===== src/design/ssmp_pkg.sv =====
// Shared types and constants for the servo smooth-move profiler.
// No dependencies; every other design file refers to this package by scoped name.
package ssmp_pkg;

   localparam int ANGLE_W   = 17;
   localparam int SPEED_W   = 18;
   localparam int RATE_W    = 16;
   localparam int CFG_W     = 12;
   localparam int PULSE_W   = 13;
   localparam int OP_W      = 2;
   localparam int CSR_IDX_W = 2;

   localparam int QUEUE_DEPTH = 4;
   localparam int QPTR_W      = 2;

   // Pulse mapping: divide by 180 through a reciprocal plus one correction step.
   localparam int DEG_FULL    = 180;
   localparam int RECIP_SHIFT = 28;
   localparam int RECIP       = (1 << RECIP_SHIFT) / DEG_FULL;
   localparam int RECIP_W     = 21;
   localparam int X_W         = 20;
   localparam int Q_W         = 13;
   localparam int QM_W        = X_W + RECIP_W;

   localparam logic [CFG_W-1:0] MIN_PULSE_RST   = 12'd544;
   localparam logic [CFG_W-1:0] PULSE_RANGE_RST = 12'd1856;

   localparam logic [OP_W-1:0] OP_DIRECT = 2'd0;
   localparam logic [OP_W-1:0] OP_START  = 2'd1;
   localparam logic [OP_W-1:0] OP_TICK   = 2'd2;

   localparam logic [CSR_IDX_W-1:0] CSR_MIN_PULSE   = 2'd0;
   localparam logic [CSR_IDX_W-1:0] CSR_PULSE_RANGE = 2'd1;
   localparam logic [CSR_IDX_W-1:0] CSR_REVERSE     = 2'd2;

   typedef enum logic [1:0] {
      KIND_DIRECT,
      KIND_START,
      KIND_TICK,
      KIND_IGNORE
   } ssmp_kind_type;

   typedef struct packed {
      ssmp_kind_type               kind;
      logic signed [ANGLE_W-1:0]   angle;
      logic [RATE_W-1:0]           speed_limit;
      logic [RATE_W-1:0]           accel;
   } ssmp_cmd_type;

   typedef struct packed {
      logic         valid;
      ssmp_cmd_type cmd;
   } ssmp_head_type;

   typedef struct packed {
      logic                      valid;
      logic                      written;
      logic                      moving;
      logic signed [ANGLE_W-1:0] position;
   } ssmp_step_type;

   typedef struct packed {
      logic [CFG_W-1:0] min_pulse;
      logic [CFG_W-1:0] pulse_range;
      logic             reverse;
   } ssmp_cfg_type;

endpackage


===== src/design/ssmp_if.sv =====
// Valid/ready channel interfaces for the request and response sides.
// Depends on ssmp_pkg for field widths.
interface ssmp_req_if;
   logic                                 valid;
   logic                                 ready;
   logic [ssmp_pkg::OP_W-1:0]            operation;
   logic signed [ssmp_pkg::ANGLE_W-1:0]  angle_value;
   logic [ssmp_pkg::RATE_W-1:0]          speed_limit_in;
   logic [ssmp_pkg::RATE_W-1:0]          accel_in;

   modport source (output valid, operation, angle_value, speed_limit_in, accel_in,
                   input ready);
   modport sink (input valid, operation, angle_value, speed_limit_in, accel_in,
                 output ready);
endinterface

interface ssmp_rsp_if;
   logic                                 valid;
   logic                                 ready;
   logic [ssmp_pkg::PULSE_W-1:0]         pulse_us;
   logic                                 pulse_written;
   logic                                 moving;
   logic signed [ssmp_pkg::ANGLE_W-1:0]  position_now;

   modport source (output valid, pulse_us, pulse_written, moving, position_now,
                   input ready);
   modport sink (input valid, pulse_us, pulse_written, moving, position_now,
                 output ready);
endinterface


===== src/design/servo_smooth_move_profiler_unit.sv =====
// Top level of the servo smooth-move profiler: front queue, motion update, pulse mapper.
// Depends on ssmp_pkg, ssmp_if, ssmp_front, ssmp_motion and ssmp_pulse.
//
//  Port group   Direction  Handshake          Content
//  req_if       in         valid/ready        operation, angle, speed limit, accel
//  rsp_if       out        valid/ready        pulse width, written flag, moving, position
//  csr_*        in         write enable only  min pulse, pulse range, reverse
//
// One item per cycle sustained while the response is not stalled; the motion state
// update closes its loop through its own state registers. Response valid follows the
// queue write at the accepting edge, then state update, range product, reciprocal
// product, correction into the response register. Synchronous reset; no clearing pass.
// A stalled response freezes the back end; the 4-entry queue takes items until full.
module servo_smooth_move_profiler_unit #(
   parameter int FRAC_BITS = 8
) (
   input  logic                              clock,
   input  logic                              reset,
   ssmp_req_if.sink                          req_if,
   ssmp_rsp_if.source                        rsp_if,
   input  logic                              csr_write_en,
   input  logic [ssmp_pkg::CSR_IDX_W-1:0]    csr_index,
   input  logic [ssmp_pkg::CFG_W-1:0]        csr_wdata
);

   ssmp_pkg::ssmp_cfg_type  cfg_ff, cfg_in;
   ssmp_pkg::ssmp_head_type head;
   ssmp_pkg::ssmp_step_type step;
   logic                    pop;
   logic                    advance;

   always_comb begin
      cfg_in = cfg_ff;
      if (csr_write_en) begin
         unique case (csr_index)
            ssmp_pkg::CSR_MIN_PULSE:   cfg_in.min_pulse   = csr_wdata;
            ssmp_pkg::CSR_PULSE_RANGE: cfg_in.pulse_range = csr_wdata;
            ssmp_pkg::CSR_REVERSE:     cfg_in.reverse     = csr_wdata[0];
            default: begin
            end
         endcase
      end
   end

   always_ff @(posedge clock) begin
      if (reset) begin
         cfg_ff.min_pulse   <= ssmp_pkg::MIN_PULSE_RST;
         cfg_ff.pulse_range <= ssmp_pkg::PULSE_RANGE_RST;
         cfg_ff.reverse     <= 1'b0;
      end else begin
         cfg_ff <= cfg_in;
      end
   end

   ssmp_front u_front (
      .clock  (clock),
      .reset  (reset),
      .req_if (req_if),
      .pop    (pop),
      .head   (head)
   );

   ssmp_motion u_motion (
      .clock   (clock),
      .reset   (reset),
      .head    (head),
      .advance (advance),
      .pop     (pop),
      .step    (step)
   );

   ssmp_pulse #(
      .FRAC_BITS (FRAC_BITS)
   ) u_pulse (
      .clock   (clock),
      .reset   (reset),
      .cfg     (cfg_ff),
      .step    (step),
      .advance (advance),
      .rsp_if  (rsp_if)
   );

`ifndef SYNTHESIS
   a_no_pulse_zero: assert property (@(posedge clock) disable iff (reset)
      rsp_if.valid && !rsp_if.pulse_written |-> rsp_if.pulse_us == '0)
      else $error("pulse width not zero on an item without a pulse");

   a_pulse_bounds: assert property (@(posedge clock) disable iff (reset)
      rsp_if.valid && rsp_if.pulse_written |->
         rsp_if.pulse_us >= ssmp_pkg::PULSE_W'(cfg_ff.min_pulse) &&
         rsp_if.pulse_us <= ssmp_pkg::PULSE_W'(cfg_ff.min_pulse)
                          + ssmp_pkg::PULSE_W'(cfg_ff.pulse_range))
      else $error("pulse width outside min .. min + range");

   a_stall_freezes_back: assert property (@(posedge clock) disable iff (reset)
      rsp_if.valid && !rsp_if.ready |=> $stable(step.valid))
      else $error("back end moved while the response was stalled");
`endif

endmodule


===== src/design/ssmp_front.sv =====
// Front end: accepts request items, decodes the operation and queues them.
// Depends on ssmp_pkg and ssmp_req_if.
module ssmp_front (
   input  logic                    clock,
   input  logic                    reset,
   ssmp_req_if.sink                req_if,
   input  logic                    pop,
   output ssmp_pkg::ssmp_head_type head
);

   ssmp_pkg::ssmp_cmd_type       queue_ff [ssmp_pkg::QUEUE_DEPTH];
   logic [ssmp_pkg::QPTR_W-1:0]  wr_ptr_ff, wr_ptr_in;
   logic [ssmp_pkg::QPTR_W-1:0]  rd_ptr_ff, rd_ptr_in;
   logic [ssmp_pkg::QPTR_W:0]    count_ff, count_in;
   logic                         push;
   ssmp_pkg::ssmp_cmd_type       decoded;

   assign req_if.ready = (count_ff != (ssmp_pkg::QPTR_W+1)'(ssmp_pkg::QUEUE_DEPTH));
   assign push = req_if.valid && req_if.ready;

   always_comb begin
      decoded.angle       = req_if.angle_value;
      decoded.speed_limit = req_if.speed_limit_in;
      decoded.accel       = req_if.accel_in;
      unique case (req_if.operation)
         ssmp_pkg::OP_DIRECT: decoded.kind = ssmp_pkg::KIND_DIRECT;
         ssmp_pkg::OP_START:  decoded.kind = ssmp_pkg::KIND_START;
         ssmp_pkg::OP_TICK:   decoded.kind = ssmp_pkg::KIND_TICK;
         default:             decoded.kind = ssmp_pkg::KIND_IGNORE;
      endcase
   end

   always_comb begin
      wr_ptr_in = push ? wr_ptr_ff + 1'b1 : wr_ptr_ff;
      rd_ptr_in = pop ? rd_ptr_ff + 1'b1 : rd_ptr_ff;
      unique case ({push, pop})
         2'b10:   count_in = count_ff + 1'b1;
         2'b01:   count_in = count_ff - 1'b1;
         default: count_in = count_ff;
      endcase
   end

   always_ff @(posedge clock) begin
      if (reset) begin
         wr_ptr_ff <= '0;
         rd_ptr_ff <= '0;
         count_ff  <= '0;
      end else begin
         wr_ptr_ff <= wr_ptr_in;
         rd_ptr_ff <= rd_ptr_in;
         count_ff  <= count_in;
      end
   end

   always_ff @(posedge clock) begin
      if (push) begin
         queue_ff[wr_ptr_ff] <= decoded;
      end
   end

   assign head.valid = (count_ff != '0);
   assign head.cmd   = queue_ff[rd_ptr_ff];

endmodule


===== src/design/ssmp_motion.sv =====
// Back end, first part: motion state and the per-item update of the profile.
// Depends on ssmp_pkg; feeds ssmp_pulse through a registered step.
module ssmp_motion (
   input  logic                    clock,
   input  logic                    reset,
   input  ssmp_pkg::ssmp_head_type head,
   input  logic                    advance,
   output logic                    pop,
   output ssmp_pkg::ssmp_step_type step
);

   localparam int AW = ssmp_pkg::ANGLE_W;
   localparam int SW = ssmp_pkg::SPEED_W;

   logic signed [AW-1:0]       cur_ff, cur_in, start_ff, start_in, goal_ff, goal_in;
   logic signed [SW-1:0]       speed_ff, speed_in;
   logic [ssmp_pkg::RATE_W-1:0] speed_cap_ff, speed_cap_in;
   logic [ssmp_pkg::RATE_W-1:0] step_accel_ff, step_accel_in;
   logic                       motion_ff, motion_in;
   logic                       written;
   ssmp_pkg::ssmp_step_type    step_ff;

   logic signed [AW+1:0] mid_lhs, mid_rhs;
   logic signed [SW:0]   accel_s, cap_s, spd_sum, spd_ext, applied;
   logic signed [SW-1:0] spd_sat;
   logic signed [AW+1:0] pos_sum;
   logic signed [AW-1:0] pos_sat;
   logic                 up, stop;

   assign pop = head.valid && advance;

   // Tick datapath
   always_comb begin
      mid_lhs = {cur_ff[AW-1], cur_ff, 1'b0};
      mid_rhs = (AW+2)'(start_ff) + (AW+2)'(goal_ff);
      accel_s = $signed({3'b000, step_accel_ff});
      cap_s   = $signed({3'b000, speed_cap_ff});
      if (mid_lhs < mid_rhs) begin
         spd_sum = (SW+1)'(speed_ff) + accel_s;
      end else begin
         spd_sum = (SW+1)'(speed_ff) - accel_s;
      end
      if (spd_sum[SW] != spd_sum[SW-1]) begin
         spd_sat = spd_sum[SW] ? {1'b1, {(SW-1){1'b0}}} : {1'b0, {(SW-1){1'b1}}};
      end else begin
         spd_sat = spd_sum[SW-1:0];
      end
      spd_ext = (SW+1)'(spd_sat);
      if (spd_ext > cap_s) begin
         applied = cap_s;
      end else if (spd_ext < -cap_s) begin
         applied = -cap_s;
      end else begin
         applied = spd_ext;
      end
      pos_sum = (AW+2)'(cur_ff) + (AW+2)'(applied);
      if (pos_sum[AW+1:AW-1] == 3'b000 || pos_sum[AW+1:AW-1] == 3'b111) begin
         pos_sat = pos_sum[AW-1:0];
      end else begin
         pos_sat = pos_sum[AW+1] ? {1'b1, {(AW-1){1'b0}}} : {1'b0, {(AW-1){1'b1}}};
      end
      up   = (start_ff < goal_ff);
      stop = up ? (spd_sat <= 0) : (spd_sat >= 0);
   end

   always_comb begin
      cur_in        = cur_ff;
      start_in      = start_ff;
      goal_in       = goal_ff;
      speed_in      = speed_ff;
      speed_cap_in  = speed_cap_ff;
      step_accel_in = step_accel_ff;
      motion_in     = motion_ff;
      written       = 1'b0;
      unique case (head.cmd.kind)
         ssmp_pkg::KIND_DIRECT: begin
            cur_in  = head.cmd.angle;
            written = 1'b1;
         end
         ssmp_pkg::KIND_START: begin
            if (cur_ff == head.cmd.angle) begin
               motion_in = 1'b0;
            end else begin
               motion_in     = 1'b1;
               start_in      = cur_ff;
               goal_in       = head.cmd.angle;
               speed_in      = '0;
               speed_cap_in  = head.cmd.speed_limit;
               step_accel_in = head.cmd.accel;
            end
         end
         ssmp_pkg::KIND_TICK: begin
            if (motion_ff) begin
               speed_in = spd_sat;
               cur_in   = pos_sat;
               written  = 1'b1;
               if (stop) begin
                  motion_in = 1'b0;
               end
            end
         end
         default: begin
         end
      endcase
   end

   always_ff @(posedge clock) begin
      if (reset) begin
         cur_ff        <= '0;
         start_ff      <= '0;
         goal_ff       <= '0;
         speed_ff      <= '0;
         speed_cap_ff  <= '0;
         step_accel_ff <= '0;
         motion_ff     <= 1'b0;
      end else if (pop) begin
         cur_ff        <= cur_in;
         start_ff      <= start_in;
         goal_ff       <= goal_in;
         speed_ff      <= speed_in;
         speed_cap_ff  <= speed_cap_in;
         step_accel_ff <= step_accel_in;
         motion_ff     <= motion_in;
      end
   end

   always_ff @(posedge clock) begin
      if (reset) begin
         step_ff.valid <= 1'b0;
      end else if (advance) begin
         step_ff.valid <= pop;
      end
      if (pop) begin
         step_ff.written  <= written;
         step_ff.moving   <= motion_in;
         step_ff.position <= cur_in;
      end
   end

   assign step = step_ff;

endmodule


===== src/design/ssmp_pulse.sv =====
// Back end, second part: angle to pulse-width mapping pipeline and response register.
// Depends on ssmp_pkg and ssmp_rsp_if; takes steps from ssmp_motion.
module ssmp_pulse #(
   parameter int FRAC_BITS = 8
) (
   input  logic                    clock,
   input  logic                    reset,
   input  ssmp_pkg::ssmp_cfg_type  cfg,
   input  ssmp_pkg::ssmp_step_type step,
   output logic                    advance,
   ssmp_rsp_if.source              rsp_if
);

   localparam int FULL   = ssmp_pkg::DEG_FULL << FRAC_BITS;
   localparam int D_W    = $clog2(FULL + 1);
   localparam int RW     = ((D_W > ssmp_pkg::ANGLE_W) ? D_W : ssmp_pkg::ANGLE_W) + 2;
   localparam int PROD_W = ssmp_pkg::CFG_W + D_W;

   logic signed [RW-1:0]          a_ext, full_s, rev;
   logic [D_W-1:0]                d;
   logic [PROD_W-1:0]             prod_in;
   logic [ssmp_pkg::X_W-1:0]      x_in;
   logic [ssmp_pkg::QM_W-1:0]     qm_in;
   logic [ssmp_pkg::Q_W-1:0]      q0, q;
   logic [ssmp_pkg::X_W-1:0]      r;
   logic [ssmp_pkg::PULSE_W-1:0]  pulse_in;

   // stage 2: product, stage 3: reciprocal product, then response register
   ssmp_pkg::ssmp_step_type       s2_ff, s3_ff;
   logic [PROD_W-1:0]             prod_ff;
   logic [ssmp_pkg::X_W-1:0]      x_ff;
   logic [ssmp_pkg::QM_W-1:0]     qm_ff;
   logic                          out_valid_ff;
   logic [ssmp_pkg::PULSE_W-1:0]  pulse_us_ff;
   logic                          written_ff, moving_ff;
   logic signed [ssmp_pkg::ANGLE_W-1:0] position_ff;

   assign advance = !out_valid_ff || rsp_if.ready;

   always_comb begin
      a_ext  = RW'(step.position);
      full_s = RW'(FULL);
      rev    = cfg.reverse ? full_s - a_ext : a_ext;
      if (rev < 0) begin
         d = '0;
      end else if (rev > full_s) begin
         d = D_W'(FULL);
      end else begin
         d = rev[D_W-1:0];
      end
      prod_in = PROD_W'(cfg.pulse_range) * PROD_W'(d);
   end

   always_comb begin
      x_in  = ssmp_pkg::X_W'(prod_ff >> FRAC_BITS);
      qm_in = ssmp_pkg::QM_W'(x_in) * ssmp_pkg::QM_W'(ssmp_pkg::RECIP);
   end

   // The reciprocal estimate is low by at most one.
   always_comb begin
      q0 = qm_ff[ssmp_pkg::RECIP_SHIFT +: ssmp_pkg::Q_W];
      r  = x_ff - ssmp_pkg::X_W'(q0 * ssmp_pkg::DEG_FULL);
      q  = (r >= ssmp_pkg::X_W'(ssmp_pkg::DEG_FULL)) ? q0 + 1'b1 : q0;
      pulse_in = s3_ff.written
               ? ssmp_pkg::PULSE_W'(cfg.min_pulse) + ssmp_pkg::PULSE_W'(q) : '0;
   end

   always_ff @(posedge clock) begin
      if (reset) begin
         s2_ff.valid  <= 1'b0;
         s3_ff.valid  <= 1'b0;
         out_valid_ff <= 1'b0;
      end else if (advance) begin
         s2_ff.valid  <= step.valid;
         s3_ff.valid  <= s2_ff.valid;
         out_valid_ff <= s3_ff.valid;
      end
      if (advance) begin
         s2_ff.written  <= step.written;
         s2_ff.moving   <= step.moving;
         s2_ff.position <= step.position;
         prod_ff        <= prod_in;
         s3_ff.written  <= s2_ff.written;
         s3_ff.moving   <= s2_ff.moving;
         s3_ff.position <= s2_ff.position;
         x_ff           <= x_in;
         qm_ff          <= qm_in;
         pulse_us_ff    <= pulse_in;
         written_ff     <= s3_ff.written;
         moving_ff      <= s3_ff.moving;
         position_ff    <= s3_ff.position;
      end
   end

   assign rsp_if.valid         = out_valid_ff;
   assign rsp_if.pulse_us      = pulse_us_ff;
   assign rsp_if.pulse_written = written_ff;
   assign rsp_if.moving        = moving_ff;
   assign rsp_if.position_now  = position_ff;

endmodule

===== src/flat_wrapper.sv =====
// flat-port wrapper written by rule: the top's interface ports become plain ports
module servo_smooth_move_profiler_unit_flat 
#(
   parameter int FRAC_BITS = 8
)
  (clock, reset, csr_write_en, csr_index, csr_wdata, req_if_valid, req_if_operation, req_if_angle_value, req_if_speed_limit_in, req_if_accel_in, req_if_ready, rsp_if_valid, rsp_if_pulse_us, rsp_if_pulse_written, rsp_if_moving, rsp_if_position_now, rsp_if_ready);
  ssmp_req_if req_if_i ();
  ssmp_rsp_if rsp_if_i ();
  input  logic clock;
  input  logic reset;
  input  logic csr_write_en;
  input  logic [ssmp_pkg::CSR_IDX_W-1:0] csr_index;
  input  logic [ssmp_pkg::CFG_W-1:0] csr_wdata;
  input wire logic [$bits(req_if_i.valid)-1:0] req_if_valid;
  input wire logic [$bits(req_if_i.operation)-1:0] req_if_operation;
  input wire logic [$bits(req_if_i.angle_value)-1:0] req_if_angle_value;
  input wire logic [$bits(req_if_i.speed_limit_in)-1:0] req_if_speed_limit_in;
  input wire logic [$bits(req_if_i.accel_in)-1:0] req_if_accel_in;
  output wire logic [$bits(req_if_i.ready)-1:0] req_if_ready;
  output wire logic [$bits(rsp_if_i.valid)-1:0] rsp_if_valid;
  output wire logic [$bits(rsp_if_i.pulse_us)-1:0] rsp_if_pulse_us;
  output wire logic [$bits(rsp_if_i.pulse_written)-1:0] rsp_if_pulse_written;
  output wire logic [$bits(rsp_if_i.moving)-1:0] rsp_if_moving;
  output wire logic [$bits(rsp_if_i.position_now)-1:0] rsp_if_position_now;
  input wire logic [$bits(rsp_if_i.ready)-1:0] rsp_if_ready;
  assign req_if_i.valid = req_if_valid;
  assign req_if_i.operation = req_if_operation;
  assign req_if_i.angle_value = req_if_angle_value;
  assign req_if_i.speed_limit_in = req_if_speed_limit_in;
  assign req_if_i.accel_in = req_if_accel_in;
  assign req_if_ready = req_if_i.ready;
  assign rsp_if_valid = rsp_if_i.valid;
  assign rsp_if_pulse_us = rsp_if_i.pulse_us;
  assign rsp_if_pulse_written = rsp_if_i.pulse_written;
  assign rsp_if_moving = rsp_if_i.moving;
  assign rsp_if_position_now = rsp_if_i.position_now;
  assign rsp_if_i.ready = rsp_if_ready;
  servo_smooth_move_profiler_unit #(.FRAC_BITS(FRAC_BITS)) u_core (.clock(clock), .reset(reset), .req_if(req_if_i), .rsp_if(rsp_if_i), .csr_write_en(csr_write_en), .csr_index(csr_index), .csr_wdata(csr_wdata));
endmodule

===== config.mk =====
export PLATFORM = sky130hd
export DESIGN_NAME = servo_smooth_move_profiler_unit_flat
export DESIGN_NICKNAME = d
export VERILOG_FILES = /design/src/design/ssmp_pkg.sv /design/src/design/ssmp_if.sv /design/src/design/servo_smooth_move_profiler_unit.sv /design/src/design/ssmp_front.sv /design/src/design/ssmp_motion.sv /design/src/design/ssmp_pulse.sv /design/src/flat_wrapper.sv
export SDC_FILE = /design/constraint.sdc
export NUM_CORES = 2
export LEC_CHECK = 0
export CAP_MARGIN = 0
export CELL_PAD_IN_SITES_DETAIL_PLACEMENT = 1
export CELL_PAD_IN_SITES_GLOBAL_PLACEMENT = 1
export CORE_MARGIN = 5
export CORE_UTILIZATION = 30
export CTS_CLUSTER_SIZE = 10
export DETAILED_ROUTE_END_ITERATION = 16
export DONT_BUFFER_PORTS = 1
export PLACE_DENSITY = 0.51
export SLEW_MARGIN = 10
export SYNTH_ARGS = -nofsm -noshare
export SYNTH_HDL_FRONTEND = slang
export SYNTH_SLANG_ARGS = --single-unit
export TNS_END_PERCENT = 1

===== constraint.sdc =====
create_clock -name clock -period 14 [get_ports clock]
set_input_delay 4.2 -clock clock [delete_from_list [all_inputs] [get_ports clock]]
set_output_delay 4.2 -clock clock [all_outputs]
set_load 0.03 [all_outputs]

**Word level (Yosys, flattened, before mapping)**

Memory sizes are Yosys's and may differ from the RTL's. A register that Yosys moved wholly into a read port is not among the register bits.
Cells that the tools add are included.

- Input bits: 70
- Memories: 1
- Bits in registers: 314
- Bits in writable memories: 204
- Output and inout bits: 34
- Word-level logic and storage cells: 120

- Bitwise operators: 1
- Multipliers: 3
- Muxes and demuxes: 29
- Reductions and logical operators: 17
- Magnitude comparators: 9
- Add/subtract/negate cells: 13
- Equal/unequal tests: 14

Memories:

| memory | depth | width | rd ports | clocked after Yosys merged registers in | wr ports | line | text |
|---|---|---|---|---|---|---|---|
| u_core.u_front.queue_ff | 4 | 51 | 1 | 1 | 1 | ssmp_front.sv:11 | `ssmp_pkg::ssmp_cmd_type queue_ff [ssmp_pkg::QUEUE_DEPTH];` |

Operators with widths:

| operator | count |
|---|---|
| $mux 19 | 4 |
| $mux 18 | 4 |
| $mux 17 | 3 |
| $mul 20x19->39 const B | 1 |
| $pmux 18 s2 | 1 |
| $pmux 17 s2 | 1 |
| $mux 16 | 2 |
| $mul 12x16->28 | 1 |
| $ge 20x8->1 const B | 1 |
| $sub 20x20->20 | 1 |
| $add 17x19->19 | 1 |
| $add 18x17->19 | 1 |
| $gt 19x17->1 const B | 1 |
| $lt 18x19->1 | 1 |
| $lt 19x1->1 const B | 1 |
| $neg 16->19 | 1 |
| $sub 18x17->19 | 1 |
| $add 17x17->18 | 1 |
| $ge 18x1->1 const B | 1 |
| $gt 18x17->1 | 1 |
| $le 18x1->1 const B | 1 |
| $lt 18x18->1 | 1 |
| $mul 13x6->18 const B | 1 |
| $sub 17x17->18 const A | 1 |
| other kinds (30) | 53 |

**Longest topological paths before layout**

- Depth in word-level cells: 14
- Depth in mapped cells: 67
- Mapped depth without buffers: 62

**Cells and area by module**

Synthesis repeated with hierarchy kept, for this count alone.

- Cell total of the unflattened synthesis: 3,754
- Area total of the unflattened synthesis: 38,873.5 um2

By module, submodules not included:

| module | times used | seq. area each (um2) | cells an instance | area each (um2) |
|---|---|---|---|---|
| ssmp_pulse | 1 | 3,693.5 | 1,967 | 19,324.8 |
| ssmp_motion | 1 | 2,632.5 | 1,370 | 10,600.2 |
| ssmp_front | 1 | 6,306.0 | 316 | 7,878.8 |
| servo_smooth_move_profiler_unit | 1 | 500.5 | 101 | 1,069.8 |

**Worst setup path after synthesis**

No wires, ideal clock.

- Path type: reg2reg
- From: register u_core.u_motion.goal_ff[2]
- To: register u_core.u_motion.step_ff (netlist bit u_core.u_motion.step[11]), data pin
- Stages on the path, launching flop included: 65
- Period minus slack after synthesis: 12,776 ps
- Library setup time: 270 ps
- Required time: 13,730 ps
- Path slack: 1,224 ps
- Path buffers: 6
- Data arrival time: 12,506 ps
- Cell sequence: dfxtp_1 -> inv_1 -> ha_1 -> nand2b_1 -> a21o_1 -> a21oi_1 -> o21bai_1 -> a21oi_1 -> o21bai_1 -> a221oi_1 -> nor4_1 -> o41ai_1 -> a21oi_1 -> o21bai_1 -> xor2_1 -> ha_1 -> nand4_1 -> a21oi_1 -> (+29 left out) -> or3_1 -> o21ai_0 -> a21oi_1 -> ha_1 -> a21o_1 -> a2111oi_1 -> o31ai_1 -> o41a_1 -> mux2i_1 -> o2111ai_1 -> a21oi_1 -> or4b_1 -> clkbuf_1 -> nand2_1 -> or3_1 -> clkbuf_1 -> o21ai_0 -> a21oi_1

- Word-level cells in the longest chain between the ends: 14
- Elaborated cells between the ends (all ways): 18
- Those cells by class: add/sub (2); order compare (3); eq/ne (2); mux (9); reduce/logical (2)

Ends and longest elaborated chain:

| element | line | text |
|---|---|---|
| from (decl) | ssmp_motion.sv:15 | `logic signed [AW-1:0] cur_ff, cur_in, start_ff, start_in, goal_ff, goal_in;` |
| from (signal assigned) | ssmp_motion.sv:119 | `goal_ff <= goal_in;` |
| $add 17x17->18 (*) | ssmp_motion.sv:35 | `mid_rhs = (AW+2)'(start_ff) + (AW+2)'(goal_ff);` |
| $lt 18x18->1 (*) | ssmp_motion.sv:38 | `if (mid_lhs < mid_rhs) begin` |
| $mux 19 (*) | ssmp_motion.sv:38 |  |
| $mux 18 or $ne 1x1->1 (tied branches) | ssmp_motion.sv:44, ssmp_motion.sv:43 |  |
| $mux 18 (*) | ssmp_motion.sv:43 | `if (spd_sum[SW] != spd_sum[SW-1]) begin` |
| $lt 18x19->1 | ssmp_motion.sv:51 | `end else if (spd_ext < -cap_s) begin` |
| $mux 19 | ssmp_motion.sv:51 |  |
| $mux 19 (*) | ssmp_motion.sv:49 | `if (spd_ext > cap_s) begin` |
| $add 17x19->19 (*) | ssmp_motion.sv:56 | `pos_sum = (AW+2)'(cur_ff) + (AW+2)'(applied);` |
| $eq 3x3->1 or $logic_not 3->1 (tied branches) | ssmp_motion.sv:57 | `if (pos_sum[AW+1:AW-1] == 3'b000 \|\| pos_sum[AW+1:AW-1] == 3'b111) begin` |
| $logic_or 1x1->1 | ssmp_motion.sv:57 |  |
| $mux 17 (*) | ssmp_motion.sv:57 |  |
| $mux 17 (*) | ssmp_motion.sv:93 | `if (motion_ff) begin` |
| $pmux 17 s2 (*) | ssmp_motion.sv:75 | `unique case (head.cmd.kind)` |
| net u_core.u_motion.cur_in[11] | ssmp_motion.sv:15 |  |
| to (decl) | ssmp_motion.sv:21 | `ssmp_pkg::ssmp_step_type step_ff;` |

The timed path passes the listed nets; every way through them passes the cells marked *.
A chain may end at the register's enable or synchronous reset.

**Worst setup path after layout**

- From: register u_core.u_motion.goal_ff[1]
- To: register u_core.u_motion.step_ff (netlist bit u_core.u_motion.step[11]), data pin

The elaborated chain is that of the path after synthesis.

==> results.tsv <==
metric	value	unit
die height	364	µm
crit-path max FO	18	
via count	25600	
first-pass iteration count of the detailed router	5	
DP Worst Slack	0.0891	ns
Routed Wire Length	105000	µm
Worst Setup End Kind	flip-flop	
cells after synthesis	3616	
number of fill cells	13900	
number of global-route vias before repair	27700	
Setup CP Type	flip-flop to flip-flop	
average vias per placed instance	4.84	
sequential fraction of the synthesis area	35.0	%
Area Overhead vs Synth	10.7	%
drt first-iter violations	1053	
status	finished, final reports clean	
Reg2Reg Setup Slack	0.91	ns
die area	132000	µm²
Hold Fails Final Rpt	0	
Root Buffer	clkbuf_16	
Worst Path Arrival	13.44	ns
DP Wirelength	80800	µm
CP Launch Type	flip-flop	
Ports	104	
critical path required time	14.35	ns
syn_nets	4386	
CTS tree	done	
CTS Buf Count	60	
Yosys reg bits	484	
Final Slew Violations	0	
row cnt	129	
Slew @ Worst Pin	1.20	ns
Final Worst Setup Slack	0.915	ns
CP max stage delay	0.57	ns
GPL Wtd Cong	0.804	
GRT Overall Usage	15.8	%
critical path's slowest cell	or4_1	
layout cells sized above 1	6.46	%
most common cell after layout, fill and taps aside	inv_1	
area of the core	124000	µm²
relative slew slack	19.7	%
most frequent cells in the layout	inv_1 (534), ha_1 (410), nand2_1 (400)	
IO Port Bufs	0	
worst min path class	flip-flop to flip-flop	
cell area after synthesis	37600	µm²
Remaining DRCs	0	
die extent in x	364	µm
MaxCap Viol Count	0	
clock skew	0.0545	ns
Post-synth ARST share	0	%
initial antenna violation count	6	
setup violators final	0	
Worst-path clk slew	0.06	ns
CTS Buffer Depth	3	
Routed WL per cell	19.8	µm
YS warnings	0	
Final Cycle Share	93.5	%
total negative slack	0	ns
Synth Area per Inst	10.4	µm²
number of synthesized flops with an enable pin	344	
# hold bufs at CTS	0	
top achievable clock speed	0.0764	GHz
final net count	4374	
Initial Util	30.3	%
count of different cell masters after synthesis	79	
fin crit period	13.09	ns
antenna-violating nets left	0	
ys flop type	edfxtp_1	
H-tree depth	2	
first-pass GRT wire length	164000	µm
clock latency on the worst-skew pair	0.68	ns
CTS sink count	484	
largest net degree at the start of global routing	140	
total grt overflow	0	
## area by class of cell
| type | count | area, µm² | share of cell area [%] |
|---|---|---|---|
| clock buffers | 99 | 1740 | 4.19 |
| multi-input cells | 2474 | 22100 | 53.1 |
| well taps | 1637 | 2050 | 4.93 |
| flip-flops and latches | 484 | 13100 | 31.6 |
| inverters | 536 | 2020 | 4.85 |
| repair buffers | 48 | 364 | 0.876 |
| clock inverters | 15 | 183 | 0.439 |
| diodes | 1 | 2.50 | 0.00602 |
## sequential cells by signal, indices dropped and copies added (netlist names), 17 cells and up, named ones only
name,flops
u_core.u_front.queue_ff,204
u_core.cfg_ff,25
u_core.u_motion.step,20
u_core.u_pulse.prod_ff,20
u_core.u_pulse.s2_ff,20
u_core.u_pulse.s3_ff,20
u_core.u_motion.speed_ff,18
u_core.u_pulse.x_ff,18
u_core.u_motion.cur_ff,17
u_core.u_motion.goal_ff,17
u_core.u_motion.start_ff,17
u_core.u_pulse.rsp_if.position_now,17
## cells in the mapped netlist (7+ instances only)
library cell / n / area [µm²]
clkbuf_1: 101 / 379
fa_1: 290 / 5810
nand3_1: 35 / 175
ha_1: 410 / 5130
o21a_1: 28 / 210
o21ai_0: 95 / 475
nand3b_1: 9 / 67.6
xor2_1: 54 / 473
buf_1: 16 / 60.1
xnor2_1: 124 / 1090
o21bai_1: 18 / 135
o31ai_1: 12 / 90.1
inv_1: 535 / 2010
a21oi_1: 237 / 1190
mux4_2: 51 / 1150
a31oi_1: 15 / 93.8
o41ai_1: 7 / 61.3
mux2i_1: 7 / 70.1
nor2b_1: 26 / 163
dfxtp_1: 140 / 2800
nor4_1: 10 / 62.6
nand2_1: 401 / 1510
a22oi_1: 22 / 165
or4_1: 8 / 60.1
a211oi_1: 18 / 135
a221o_1: 9 / 90.1
a211o_1: 11 / 96.3
and3_1: 17 / 106
and2_1: 74 / 463
nand2b_1: 32 / 200
or3_1: 22 / 138
or2_2: 13 / 81.3
a221oi_1: 11 / 96.3
edfxtp_1: 344 / 10300
o211ai_1: 8 / 60.1
nor2_1: 187 / 702
a21o_1: 44 / 330
nor3_1: 41 / 205
nand4_1: 31 / 194
a311oi_1: 10 / 87.6
## cells by family (layout without fill, tap and decap cells)
logic type | after synthesis | count (layout) | synth area share [%]
AND/OR/NAND/NOR | 930 | 930 | 11.5
adder cells (fa/ha/maj) | 700 | 700 | 29.1
buffers and inverters | 658 | 698 | 6.59
AO/OA/AOI/OAI | 604 | 604 | 10.2
flip-flops | 484 | 484 | 35.0
XOR/XNOR | 179 | 179 | 4.21
multiplexers | 61 | 61 | 3.33
other | 0 | 1 | 0
## critical path: cells and delay by family (launching register included)
kind	cells	cell delay (ns)
compound gates	30	6.05
xor+xnor	2	0.29
fa+ha+maj	6	1.83
mux	1	0.17
simple gates	16	3.17
buf+inv	6	0.83
flops	1	0.39
## worst paths after layout
path,from,endpoint,depth (start not counted)
max,u_core.u_motion.goal_ff[1]$_SDFFE_PP0P_,u_core.u_motion.step[11]$_DFFE_PP_,61
max reg2reg,u_core.u_motion.goal_ff[1]$_SDFFE_PP0P_,u_core.u_motion.step[11]$_DFFE_PP_,61
min,u_core.u_pulse.s2_ff[12]$_DFFE_PN_,u_core.u_pulse.s3_ff[12]$_DFFE_PN_,0
min reg2reg,u_core.u_pulse.s2_ff[12]$_DFFE_PN_,u_core.u_pulse.s3_ff[12]$_DFFE_PN_,0
## per-layer routing
layer / global-route usage (%) / part of all wire [%] / vias up
met5: 0 / 0 / -
met4: 3.63 / 2.1 / 0
met3: 2.56 / 3.6 / 99
met2: 27.0 / 48 / 323
met1: 21.2 / 46 / 12900
li1: - / - / 12300
## stage by stage
step,hold slack [ns],instances,instance area (µm²),utilization (%)
global placement,0.403,5174,39500,31.8
floorplan,0.400,3616,37600,-
finish,0.419,5294,41600,33.5
global route,0.425,5293,41600,33.5
detailed placement,0.406,5174,39500,31.8
CTS,0.419,5288,41400,33.4
## timing repair
item | in CTS | in global routing
resized for setup | 1 | 20
setup endpoints to repair | 1 | 34
buffers inserted | 0 | 5
pin swaps | 0 | 2
Power is left out: the tool's default activity adds up to more than one toggle a clock period on the data nets, which glitch-free logic cannot reach.
